$ cat config.mk
export PLATFORM = sky130hd
export DESIGN_NAME = drrip_ctrl
export DESIGN_NICKNAME = d
export VERILOG_FILES = /design/src/rtl/drrip_pkg.sv /design/src/rtl/drrip_ctrl.sv
export SDC_FILE = /design/constraint.sdc
export NUM_CORES = 1
export LEC_CHECK = 0
export ABC_AREA = 1
export BUFFER_PORTS_ARGS = -buffer_cell sky130_fd_sc_hd__buf_4
export CAP_MARGIN = 30
export CORE_MARGIN = 4
export CORE_UTILIZATION = 50
export CTS_BUF_LIST = sky130_fd_sc_hd__clkbuf_16
export CTS_CLUSTER_DIAMETER = 30
export DETAILED_ROUTE_END_ITERATION = 10
export GPL_TIMING_DRIVEN = 0
export PLACE_DENSITY = 0.88
export REMOVE_ABC_BUFFERS = 1
export SLEW_MARGIN = 30
export SYNTH_ARGS = -nofsm -noshare
export SYNTH_HDL_FRONTEND = slang
export SYNTH_SLANG_ARGS = --single-unit
$ cat constraint.sdc
create_clock -name clock -period 1.12 [get_ports clock]
set_input_delay 0 -clock clock [delete_from_list [all_inputs] [get_ports clock]]
set_output_delay 0 -clock clock [all_outputs]
set_load 0.005 [all_outputs]
$ cat src/rtl/drrip_pkg.sv
// drrip_pkg: shared constants and types for the dead-block drrip replacement block
// no dependencies
`timescale 1ns / 1ps

package drrip_pkg;

   localparam int NumSets      = 2048;
   localparam int NumWays      = 16;
   localparam int LeaderSets   = 32;
   localparam int SelectorBits = 10;

   localparam int SetBits  = $clog2(NumSets);
   localparam int WayBits  = $clog2(NumWays);
   localparam int RowBits  = 2 * NumWays;

   localparam logic [1:0] RrpvMax    = 2'd3;
   localparam logic [1:0] NearInsert = 2'd2;
   localparam logic [1:0] LiveMax    = 2'd3;

   localparam logic [SelectorBits-1:0] PselMax  = {SelectorBits{1'b1}};
   localparam logic [SelectorBits-1:0] PselHalf = PselMax >> 1;
   localparam logic [15:0]             DecayReset = 16'd4096;

   localparam logic CmdVictim = 1'b0;
   localparam logic CmdUpdate = 1'b1;

   typedef struct packed {
      logic                cmd;
      logic [SetBits-1:0]  set_index;
      logic [WayBits-1:0]  way_index;
      logic                hit;
      logic [4:0]          random_draw;
   } req_type;

   typedef struct packed {
      logic [WayBits-1:0]      victim_way;
      logic                    victim_was_dead;
      logic [SelectorBits-1:0] policy_select;
   } rsp_type;

   // controller to datapath
   typedef struct packed {
      logic capture;   // latch request
      logic rd_row;    // issue row read at request set
      logic latch_row; // latch read data
      logic age;       // age latched row once
      logic commit;    // write row back, update selector and fill counter
      logic sweep_rd;  // issue decay read at sweep address
      logic sweep_wr;  // write decremented or cleared row at sweep address
      logic sweep_inc; // advance sweep address
      logic load_out;  // register result
   } ctl_type;

   // datapath to controller
   typedef struct packed {
      logic found;      // latched row has a victim
      logic decay_due;  // commit caused a decay
      logic sweep_last; // sweep address is at last set
   } sts_type;

endpackage

$ cat src/rtl/drrip_ctrl.sv
// drrip_ctrl: sequencing state machine for request handling, reset clearing and decay sweep
// depends on drrip_pkg
`timescale 1ns / 1ps

module drrip_ctrl (
   input  logic               clock,
   input  logic               reset,
   input  logic               req_valid,
   output logic               req_ready,
   output logic               rsp_valid,
   input  logic               rsp_ready,
   input  logic               req_cmd,
   input  drrip_pkg::sts_type sts,
   output drrip_pkg::ctl_type ctl
);
   import drrip_pkg::*;

   typedef enum logic [7:0] {
      S_INIT   = 8'b0000_0001, // clear sweep after reset
      S_IDLE   = 8'b0000_0010,
      S_READ   = 8'b0000_0100,
      S_LATCH  = 8'b0000_1000,
      S_AGE    = 8'b0001_0000,
      S_COMMIT = 8'b0010_0000,
      S_SW_RD  = 8'b0100_0000,
      S_SW_WR  = 8'b1000_0000
   } state_type;

   state_type state_ff, state_in;
   logic      out_valid_ff, out_valid_in;
   logic      cmd_ff, cmd_in;

   assign rsp_valid = out_valid_ff;
   // output register parts the sides: a waiting response does not block intake
   assign req_ready = (state_ff == S_IDLE);

   always_comb begin
      state_in     = state_ff;
      cmd_in       = cmd_ff;
      out_valid_in = out_valid_ff && !rsp_ready;
      ctl          = '0;
      unique case (state_ff)
         S_INIT: begin
            ctl.sweep_wr = 1'b1;
            ctl.sweep_inc = 1'b1;
            if (sts.sweep_last) begin
               state_in = S_IDLE;
            end
         end
         S_IDLE: begin
            if (req_valid && req_ready) begin
               ctl.capture = 1'b1;
               ctl.rd_row  = 1'b1;
               cmd_in      = req_cmd;
               state_in    = S_READ;
            end
         end
         S_READ: begin
            ctl.latch_row = 1'b1;
            state_in = S_LATCH;
         end
         S_LATCH: begin
            if (cmd_ff == CmdVictim && !sts.found) begin
               state_in = S_AGE;
            end else begin
               state_in = S_COMMIT;
            end
         end
         S_AGE: begin
            ctl.age = 1'b1;
            state_in = S_LATCH;
         end
         S_COMMIT: begin
            if (!out_valid_ff || rsp_ready) begin
               ctl.commit   = 1'b1;
               ctl.load_out = 1'b1;
               out_valid_in = 1'b1;
               state_in     = sts.decay_due ? S_SW_RD : S_IDLE;
            end
         end
         S_SW_RD: begin
            ctl.sweep_rd = 1'b1;
            state_in = S_SW_WR;
         end
         S_SW_WR: begin
            ctl.sweep_wr  = 1'b1;
            ctl.sweep_inc = 1'b1;
            state_in = sts.sweep_last ? S_IDLE : S_SW_RD;
         end
         default: state_in = S_IDLE;
      endcase
   end

   always_ff @(posedge clock) begin
      if (reset) begin
         state_ff     <= S_INIT;
         out_valid_ff <= 1'b0;
         cmd_ff       <= CmdVictim;
      end else begin
         state_ff     <= state_in;
         out_valid_ff <= out_valid_in;
         cmd_ff       <= cmd_in;
      end
   end
endmodule

==> summary.md, run 1 <==
| Metric | Value |
|---|---|
| Sink Count | `10` |
| Clock-pin slew on the worst setup and hold paths | `40 ps` |
| Routed len/inst | `14.00 um` |
| Via/cell ratio | `5.091` |
| Longest Clk Path Bufs | `2` |
| Met3 Use GR | `3.984%` |
| ANT cells | `0` |
| Core area | `1301 um^2` |
| Buffers on Ports | `18` |
| Power Density | `1216 nW/um^2` |
| Vias in the first global route | `665` |
| Critical setup path kind | `register to primary output` |
| Layout cell share with drive strength beyond 1 | `58.59%` |
| RSZ-0062 raised after global routing | `yes` |
| Slew margin rel. | `68.80%` |
| Crit path DAT | `1250 ps` |
| Fin nets | `138` |
| Num ports | `19` |
| Area of the die | `2055 um^2` |
| Final Max Tran Viols | `0` |
| Syn Std Cell Area | `696.9 um^2` |
| Post-route ant nets | `0` |
| Worst-margin pin slew | `466.2 ps` |
| DRC errors left | `0` |
| DIE HEIGHT | `45.34 um` |
| Grt met1 use | `21.98%` |
| Final setup violation count | `15` |
| DP HPWL | `1172 um` |
| Static Leak | `0.5841 nW` |
| Final min period | `1251 ps` |
| DP Worst Slack | `-22.47 ps` |
| Root buffer cell | `clkbuf_16` |
| GR peak layer | `met2` |
| Largest fanout on the critical path | `6` |
| Die span in x | `45.34 um` |
| Largest net degree at the start of global routing | `8` |
| Yosys warns | `0` |
| VDD IR max | `0.9408 mV` |
| Fmax | `799.1 MHz` |
| CTS buffer count | `3` |
| Hold crit path type | `input port to register` |
| Critical Path Start Type | `register` |
| Global-route wire length before repair | `2835 um` |
| Htree depth | `1` |
| Crit share post-route | `111.7%` |
| Cell Rows | `13` |
| Placer congestion estimate | `0.8268` |
| Status | `finished with violations` |
| Post-Synthesis Cells | `99` |
| Clock Skews | `2.197 ps` |
| Max-capacitance violation count | `0` |
| GR met2 Demand/Resource | `33.90%` |
| Critical Path Sink Type | `primary output` |
| Syn-to-layout area delta | `57.63%` |
| Clk_lat worst skew | `240 ps` |
| Syn avg cell area | `7.040 um^2` |
| Fillers | `71` |
| DR iter-0 viols | `10` |
| DRT Pass-1 Iters | `4` |
| Hold Vio Cnt, Final | `0` |
| Initial antenna violation count | `0` |
| Synth Register Bits | `10` |
| WL final | `2002 um` |
| Total track usage | `20.00%` |
| Initial core utilization | `53.56%` |
| Final worst slack | `-131.4 ps` |
| Post-synthesis cell type count | `21` |
| Via count | `728` |
| CP required | `1120 ps` |
| Failing checks | `negative setup slack` |
| Total gr overflow | `0` |
| CTS tree | `yes` |
| Seq/Total Area, Yosys | `28.73%` |
| Sum Neg Setup Slack | `-1239 ps` |
-- layout make-up --
cell class	count	area, um^2	share of cell area (%)
inverter	20	75.07	6.834
multi-input combinational	66	484.2	44.08
sequential	10	206.4	18.79
timing repair buffer	29	239.0	21.75
clock buffer	3	75.07	6.834
tap	15	18.77	1.708
-- metal layers --
layer | share of wire, % | vias to the layer above
li1 | - | 355
met1 | 39 | 334
met2 | 51 | 28
met3 | 5.2 | 11
met4 | 4.6 | 0
met5 | 0 | -
-- worst paths after layout --
kind,startpoint,to,slack (ps),cells past startpoint
hold reg to reg,cmd_ff,cmd_ff,540,2
setup / recovery,state_ff[6],ctl[7],-130,6
hold / removal,req_cmd,cmd_ff,10,3
setup reg to reg,rsp_valid,state_ff[6],-130,6
-- critical path, cell delays in order (launching register included) --
cell,delay (ps)
dfxtp_2,320
inv_2,70
nand2_4,90
nor2_8,180
nand2_4,100
nor2_4,120
buf_4,130
-- registers in the layout, indices dropped and copies added (netlist names) --
name and cells:
cmd_ff 1, rsp_valid 1, state_ff 8
-- cells in the mapped netlist, drive strengths merged --
master	instances	area, um^2
o22ai	1	12.51
nand4	1	6.260
nor2	20	130.1
inv	20	75.07
nand3	6	52.55
dfxtp	10	200.2
a21oi	4	23.77
nor3	4	20.02
o21ai	3	15.01
nand2	27	138.9
buf	3	22.52
-- layout by cell type, fill, tap and decap left out, types with 2 or more instances in the layout --
cell type  synthesis  layout
nor3_1             4       3
nand3_4            1       2
a21oi_1            3       3
dfxtp_1           10       5
buf_4              3      23
buf_6              0       5
nand2_1           20      16
o21ai_1            2       2
inv_2              8      10
clkbuf_16          0       3
nand3_1            3       3
dfxtp_2            0       5
nor2_4             2       7
nor2_2             3       3
nor2_1            13       8
nand2_2            3       2
nor2_8             2       2
inv_1             12      10
nand2_4            4       9
-- cell families after synthesis --
group	after synthesis	share of synthesized area [%]
AND/OR/NAND/NOR	58	49.91
AO/OA/AOI/OAI	8	7.360
flip-flops	10	28.73
buffers and inverters	23	14.00
-- power by group --
group	switching, W	internal (W)
Sequential	0.0000106	0.000376
Combinational	0.000177	0.000151
Clock	0.000159	0.000462
Total	0.000347	0.000989
-- through the flow --
step / utilization (%) / total power, W / hold WS (ps) / area [um^2] / instances
6_report: 84.42 / 0.001336 / 12.08 / 1099 / 143
5_1_grt: 84.42 / 0.001385 / 51.41 / 1099 / 143
4_1_cts: 77.21 / 0.001267 / 13.83 / 1005 / 138
3_5_place_dp: 63.65 / 0.0006131 / 223.0 / 828.3 / 129
3_3_place_gp: 63.65 / 0.0006071 / 229.0 / 828.3 / 129
2_1_floorplan: - / 0.0005368 / 69.07 / 674.4 / 96
-- timing repair --
item                                    in CTS  in global routing
endpoints found under the hold margin        6                  0
resized for setup                           15                 18
buffers inserted                             5                  5
hold buffers                                 1                  0
pin swaps                                    8                  5
endpoints found under the setup margin      11                 16
gates cloned                                 0                  0
Power figures use the tool's default switching activity.
==> run 2, diff against run 1 <==
Settings changed: PLACE_DENSITY 0.88 to 0.81, REMOVE_ABC_BUFFERS 1 to unset.
==> run 2 against run 1 <==
Critical path depth is 3 higher; the flow still finishes with violations (negative setup slack); setup slack worse by 64 ps; fmax is 4.9% lower; highest routed layer unchanged.
==> summary.md, run 2 (synthesized netlist as in run 1, its figures left out) <==
| Metric | Value |
|---|---|
| Status | `finished with violations (unchanged)` |
| Failing checks | `negative setup slack (unchanged)` |
| Via count | `808 (was 728)` |
| R2R Path End | `state_ff[1] (was state_ff[6])` |
| Clock Skews | `2.353 ps (was 2.197 ps)` |
| Commonest cells after routing, fill and taps aside | `buf_4, nand2_1, buf_6 (was buf_4, nand2_1, inv_1, inv_2, nand2_4)` |
| Critical Path Start Type | `register (unchanged)` |
| DRT Pass-1 Iters | `4 (unchanged)` |
| Area of the die | `2055 um^2 (unchanged)` |
| Hold crit path type | `input port to register (unchanged)` |
| Largest fanout on the critical path | `3 (was 6)` |
| CP Capture Point | `state_ff[1] (was ctl[7])` |
| DR iter-0 viols | `27 (was 10)` |
| Clk_lat worst skew | `240 ps (about the same)` |
| WL met3 | `131 um (was 104 um)` |
| Sum Neg Setup Slack | `-2259 ps (was -1239 ps)` |
| Mapped Nets | `107` |
| Setup crit start | `state_ff[1] (was state_ff[6])` |
| Largest net degree at the start of global routing | `8 (unchanged)` |
| Max Used Layer | `met4 (unchanged)` |
| Buffers on Ports | `18 (unchanged)` |
| WL met1 | `926 um (was 779 um)` |
| Total gr overflow | `0 (unchanged)` |
| Total track usage | `25.94% (was 20.00%)` |
| Critical setup path kind | `register to register (was register to primary output)` |
| Routed len/inst | `15.96 um (was 14.00 um)` |
| Die span in x | `45.34 um (unchanged)` |
| Initial core utilization | `53.56% (unchanged)` |
| Static Leak | `0.5900 nW (was 0.5841 nW)` |
| Power Density | `1204 nW/um^2 (was 1216 nW/um^2)` |
| Final worst slack | `-195.3 ps (was -131.4 ps)` |
| Sink Count | `10 (unchanged)` |
| Commonest non-fill, non-tap cell in the layout | `buf_4 (unchanged)` |
| Fillers | `50 (was 71)` |
| R2R Path Start | `state_ff[1] (was rsp_valid)` |
| Final min period | `1315 ps (was 1251 ps)` |
| DRC errors left | `0 (unchanged)` |
| Slew margin rel. | `81.68% (was 68.80%)` |
| Final setup violation count | `16 (was 15)` |
| Post-route ant nets | `0 (unchanged)` |
| Vias in the first global route | `807 (was 665)` |
| Root buffer cell | `clkbuf_16 (unchanged)` |
| VDD IR max | `1.214 mV (was 0.9408 mV)` |
| CTS tree | `yes (unchanged)` |
| Final Max Tran Viols | `0 (unchanged)` |
| RSZ-0062 raised after global routing | `yes (unchanged)` |
| Critical Path Sink Type | `register (was primary output)` |
| Number of cells after detailed placement | `132 (was 129)` |
| CTS buffer count | `3 (unchanged)` |
| Cell Rows | `13 (unchanged)` |
| Num ports | `19 (unchanged)` |
| Initial antenna violation count | `0 (unchanged)` |
| Placer congestion estimate | `0.8312 (was 0.8268)` |
| Max FFs per register | `8 (unchanged)` |
| Crit share post-route | `117.4% (was 111.7%)` |
| Longest Clk Path Bufs | `2 (unchanged)` |
| Syn-to-layout area delta | `71.45% (was 57.63%)` |
| Via/cell ratio | `5.387 (was 5.091)` |
| WL final | `2394 um (was 2002 um)` |
| CP required | `1300 ps (was 1120 ps)` |
| Crit path DAT | `1490 ps (was 1250 ps)` |
| DP HPWL | `1203 um (was 1172 um)` |
| Hold Vio Cnt, Final | `0 (unchanged)` |
| Fmax | `760.3 MHz (was 799.1 MHz)` |
| Clock-pin slew on the worst setup and hold paths | `50 ps (was 40 ps)` |
| Core area | `1301 um^2 (unchanged)` |
| DIE HEIGHT | `45.34 um (unchanged)` |
| Global-route wire length before repair | `3636 um (was 2835 um)` |
| Layout cell share with drive strength beyond 1 | `65.19% (was 58.59%)` |
| Worst-margin pin slew | `274.5 ps (was 466.2 ps)` |
| Fin cells | `150 (was 143)` |
| Largest Register | `state_ff (unchanged)` |
| Max-capacitance violation count | `0 (unchanged)` |
| Worst Reg2Reg Path Length in Cells | `9 (was 6)` |
| Met2 Wirelength | `1242 um (was 1025 um)` |
| Fin nets | `144 (was 138)` |
| ANT cells | `0 (unchanged)` |
| Htree depth | `1 (unchanged)` |
| R2r setup slk | `-200 ps (was -130 ps)` |
==> run 2: cell count changes in the layout (fill, tap and decap cells not counted), sizes merged <==
cell / before / now
buf: 28 / 33
clkinv: 0 / 1
dlygate4sd3: 1 / 2
==> run 2: stage by stage <==
stage	hold slack, ps	power (W)	setup slack [ps]	instance area [um^2]	utilization (%)
6_report	51.64	0.001438	-195.3	1195	91.83
5_1_grt	51.06	0.001477	-271.3	1195	91.83
4_1_cts	28.55	0.001352	-134.9	1115	85.67
3_5_place_dp	232.1	0.0006265	-34.55	850.8	65.38
3_3_place_gp	229.9	0.0006189	-2.473	850.8	65.38
2_1_floorplan	69.07	0.0005473	96.13	696.9	-
==> run 2: area by class of cell <==
class                           instances  area (um^2)  share of cell area (%)
Multi-Input combinational cell         66        491.7                   41.15
Timing Repair Buffer                   32        284.0                   23.77
Sequential cell                        10        207.7                   17.38
Inverter                               20        80.08                   6.702
Clock buffer                            3        75.07                   6.283
Buffer                                  3        33.78                   2.827
Tap cell                               15        18.77                   1.571
Clock inverter                          1        3.754                  0.3141
==> run 2: worst max-delay path, stage by stage (launching register included) <==
cell and delay, ps:
dfxtp_1 360, inv_2 80, nand2_4 100, nor2_8 60, buf_12 130, nand2_1 110
nand2_1 90, nor2_2 120, nand2_2 70, a21oi_2 130
==> run 2: how the worst min path moves through the flow <==
stage             endpoint   start  slack (ps)  cells after the start
2_1_floorplan    rsp_valid   reset          70                      1
3_3_place_gp     rsp_valid   reset         230                      2
3_5_place_dp   state_ff[3]   reset         230                      2
4_1_cts        state_ff[4]  sts[2]          30                      4
5_1_grt        state_ff[4]  sts[2]          50                      4
6_report       state_ff[4]  sts[2]          50                      4
==> run 2: what timing repair did <==
action,in CTS,in global routing
endpoints found under the hold margin,7,0
pin swaps,12,9
gates resized for setup,25,21
setup endpoints to repair,12,18
hold buffers,2,0
buffers inserted,9,3
==> run 2: layer usage <==
layer | GRT usage (%) | up-vias
met5 | 0 | -
met4 | 20.47 | 0
met3 | 6.773 | 15
met2 | 43.79 | 44
met1 | 26.75 | 377
li1 | - | 372
==> run 2: power breakdown <==
group | internal (W) | switching (W) | total (W)
Combinational | 0.000182 | 0.000197 | 0.000379
Clock | 0.000471 | 0.000199 | 0.000671
Sequential | 0.000375 | 0.0000144 | 0.000389
==> run 3, diff against run 2 <==
Settings changed: CORE_UTILIZATION 50 to 53, PLACE_DENSITY 0.81 to 0.85.
Clock period 1.12 ns to 1.7 ns, I/O delays scaled along.
==> run 3 against run 2 <==
The flow now finishes without violations; global-route usage fell by 6.6 points; cell area fell by 21%; via count is 17% lower; setup slack improved by 550 ps; die area is 4.7% lower; combinational power decreased by 58%; routed wire length decreased by 37%; sequential cell count did not move; critical path depth is 2 lower; sequential power shrank 35%; final cell count down 9.3%.
==> summary.md, run 3 (synthesized netlist as in run 1, its figures left out) <==
| Metric | Value |
|---|---|
| DRC errors left | `0 (unchanged)` |
| Global-route wire length before repair | `2718 um (was 3636 um)` |
| Die span in x | `44.26 um (was 45.34 um)` |
| CP cell instances | `inv_2 -> nand2_4 -> nor2_8 -> nand2_2 -> nor2_1 -> buf_4 -> buf_4 (was inv_2 -> nand2_4 -> nor2_8 -> buf_12 -> nand2_1 -> nand2_1 -> nor2_2 -> nand2_2 -> a21oi_2)` |
| Max FFs per register | `8 (unchanged)` |
| Sum Neg Setup Slack | `0 ps (was -2259 ps)` |
| Fin nets | `132 (was 144)` |
| Vias in the first global route | `683 (was 807)` |
| Clk_lat worst skew | `230 ps (was 240 ps)` |
| Comb power frac | `19.6% (was 26.3%)` |
| Critical Path Start Type | `register (unchanged)` |
| Initial core utilization | `59.51% (was 53.56%)` |
| Final Util | `80.66% (was 91.83%)` |
| CP dominant cell by count | `buf_4 (was nand2_1)` |
| CTS tree | `yes (unchanged)` |
| Static Leak | `0.5067 nW (was 0.5900 nW)` |
| Layout cell share with drive strength beyond 1 | `41.80% (was 65.19%)` |
| DP HPWL | `1161 um (was 1203 um)` |
| R2R Path End | `state_ff[1] (unchanged)` |
| CTS buffer count | `3 (unchanged)` |
| Crit path DAT | `1350 ps (was 1490 ps)` |
| ANT cells | `0 (unchanged)` |
| Setup crit start | `state_ff[3] (was state_ff[1])` |
| Final Max Tran Viols | `0 (unchanged)` |
| Max-capacitance violation count | `0 (unchanged)` |
| Commonest cells after routing, fill and taps aside | `buf_4, nand2_1, nor2_1 (was buf_4, nand2_1, buf_6)` |
| Hold_sp | `sts[2] (unchanged)` |
| Longest Clk Path Bufs | `2 (unchanged)` |
| DR iter-0 viols | `17 (was 27)` |
| Critical setup path kind | `register to primary output (was register to register)` |
| Syn-to-layout area delta | `35.55% (was 71.45%)` |
| Setup bufs post-CTS | `0 (was 9)` |
| CP max-delay cell | `dfxtp_1 (unchanged)` |
| Sink Count | `10 (unchanged)` |
| Worst Reg2Reg Path Length in Cells | `8 (was 9)` |
| Part of the power in registers | `30.9% (was 27.0%)` |
| Largest Register | `state_ff (unchanged)` |
| R2R Path Start | `state_ff[3] (was state_ff[1])` |
| Initial antenna violation count | `0 (unchanged)` |
| Critical Path Sink Type | `primary output (was register)` |
| RSZ-0062 raised after global routing | `no (was yes)` |
| Commonest non-fill, non-tap cell in the layout | `buf_4 (unchanged)` |
| Final min period | `1350 ps` |
| Area of the die | `1959 um^2 (was 2055 um^2)` |
| Total gr overflow | `0 (unchanged)` |
| CP required | `1700 ps (was 1300 ps)` |
| Worst-margin pin slew | `290.5 ps (was 274.5 ps)` |
| DIE HEIGHT | `44.26 um (was 45.34 um)` |
| Psw | `0.0001972 W (was 0.0004109 W)` |
| Largest net degree at the start of global routing | `8 (unchanged)` |
| Clock power share | `49.5% (was 46.6%)` |
| Hold crit path type | `input port to register (unchanged)` |
| Fmax | `740.6 MHz` |
| VDD IR max | `0.7170 mV (was 1.214 mV)` |
| Max incr delay on CP | `310 ps (was 360 ps)` |
| Total track usage | `19.32% (was 25.94%)` |
| Final setup violation count | `0 (was 16)` |
| Cell Rows | `12 (was 13)` |
| Htree depth | `1 (unchanged)` |
| Root buffer cell | `clkbuf_16 (unchanged)` |
| Via count | `668 (was 808)` |
| Power Density | `866.7 nW/um^2 (was 1204 nW/um^2)` |
| Num ports | `19 (unchanged)` |
| Register area | `200.2 um^2 (was 207.7 um^2)` |
| Buffers on Ports | `18 (unchanged)` |
| Fillers | `67 (was 50)` |
| Mapped Nets | `107 (unchanged)` |
| Routed len/inst | `11.10 um (was 15.96 um)` |
| Post-route ant nets | `0 (unchanged)` |
| Multi-input gate area | `399.1 um^2 (was 491.7 um^2)` |
| R2r setup slk | `540 ps (was -200 ps)` |
| Via/cell ratio | `4.912 (was 5.387)` |
| Placer congestion estimate | `0.8824 (was 0.8312)` |
| Hold Vio Cnt, Final | `0 (unchanged)` |
| Slew margin rel. | `80.56% (was 81.68%)` |
| Crit share post-route | `79.42%` |
| Switch share | `24.08% (was 28.57%)` |
| Largest fanout on the critical path | `6 (was 3)` |
| Status | `completed (was finished with violations)` |
| DRT Pass-1 Iters | `4 (unchanged)` |
| Clock Skews | `0.7224 ps (was 2.353 ps)` |
| CP Capture Point | `ctl[4] (was state_ff[1])` |
| Worst hold slack | `16.87 ps (was 51.64 ps)` |
| P_int | `0.0006216 W (was 0.001028 W)` |
| Clock-pin slew on the worst setup and hold paths | `40 ps (was 50 ps)` |
| Core area | `1171 um^2 (was 1301 um^2)` |
| WL final | `1509 um (was 2394 um)` |
==> run 3: cell types whose count changed in the layout (fill, tap and decap cells not counted), moves of 3 or more <==
cell | before | now
nand2_1 | 15 | 20
nor2_1 | 7 | 13
nand2_4 | 7 | 4
dfxtp_1 | 4 | 10
inv_1 | 9 | 12
dfxtp_2 | 6 | 0
buf_6 | 10 | 0
nor2_2 | 6 | 3
nor2_4 | 5 | 2
==> run 3: metrics by stage <==
stage | cell area [um^2] | power (W) | setup slack [ps] | std cells
2_1_floorplan | 696.9 | 0.0003606 | 676.1 | 99
3_3_place_gp | 849.6 | 0.0004077 | 584.0 | 131
3_5_place_dp | 849.6 | 0.0004112 | 570.1 | 131
4_1_cts | 944.7 | 0.0008253 | 340.9 | 136
5_1_grt | 944.7 | 0.0008634 | 251.7 | 136
6_report | 944.7 | 0.0008188 | 349.8 | 136
==> run 3: power groups by stage <==
stage	clock (W)	combinational (W)	sequential (W)
2_1_floorplan	0	0.000106	0.000255
3_3_place_gp	0	0.000152	0.000256
3_5_place_dp	0	0.000155	0.000256
4_1_cts	0.000411	0.000162	0.000253
5_1_grt	0.000432	0.000178	0.000253
6_report	0.000406	0.000161	0.000253
==> run 3: worst max-delay path: cells and delay by family, from the launching register on <==
| family | cells | cell delay [ps] |
|---|---|---|
| and+or+nand+nor | 4 | 500 |
| buffers and inverters | 3 | 290 |
| DFF | 1 | 310 |
==> run 3: cell type report <==
class                   instances  share of cell area (%)
clock buffers                   3                   7.947
multi-input cells              66                   42.25
well taps                      14                   1.854
flip-flops and latches         10                   21.19
repair buffers                 20                   16.42
plain buffers                   3                   2.384
inverters                      20                   7.947
==> run 3: worst min-delay path by stage <==
stage / to / cells after the start / slack [ps]
6_report: state_ff[4] / 4 / 20
5_1_grt: state_ff[4] / 4 / 50
4_1_cts: state_ff[4] / 4 / 20
3_5_place_dp: rsp_valid / 2 / 230
3_3_place_gp: state_ff[5] / 2 / 230
2_1_floorplan: rsp_valid / 1 / 70
==> run 3: repair_timing <==
| item | in CTS | in global routing |
|---|---|---|
| hold buffers | 2 | 0 |
| endpoints found under the hold margin | 6 | 0 |
| endpoints found under the setup margin | 0 | 0 |
| gates resized for setup | 0 | 0 |
==> run 3: per-layer routing <==
metal | GRT usage (%) | routed length [um]
met5 | 0 | 0
met4 | 16.87 | 81
met3 | 4.878 | 122
met2 | 30.23 | 684
met1 | 21.46 | 620
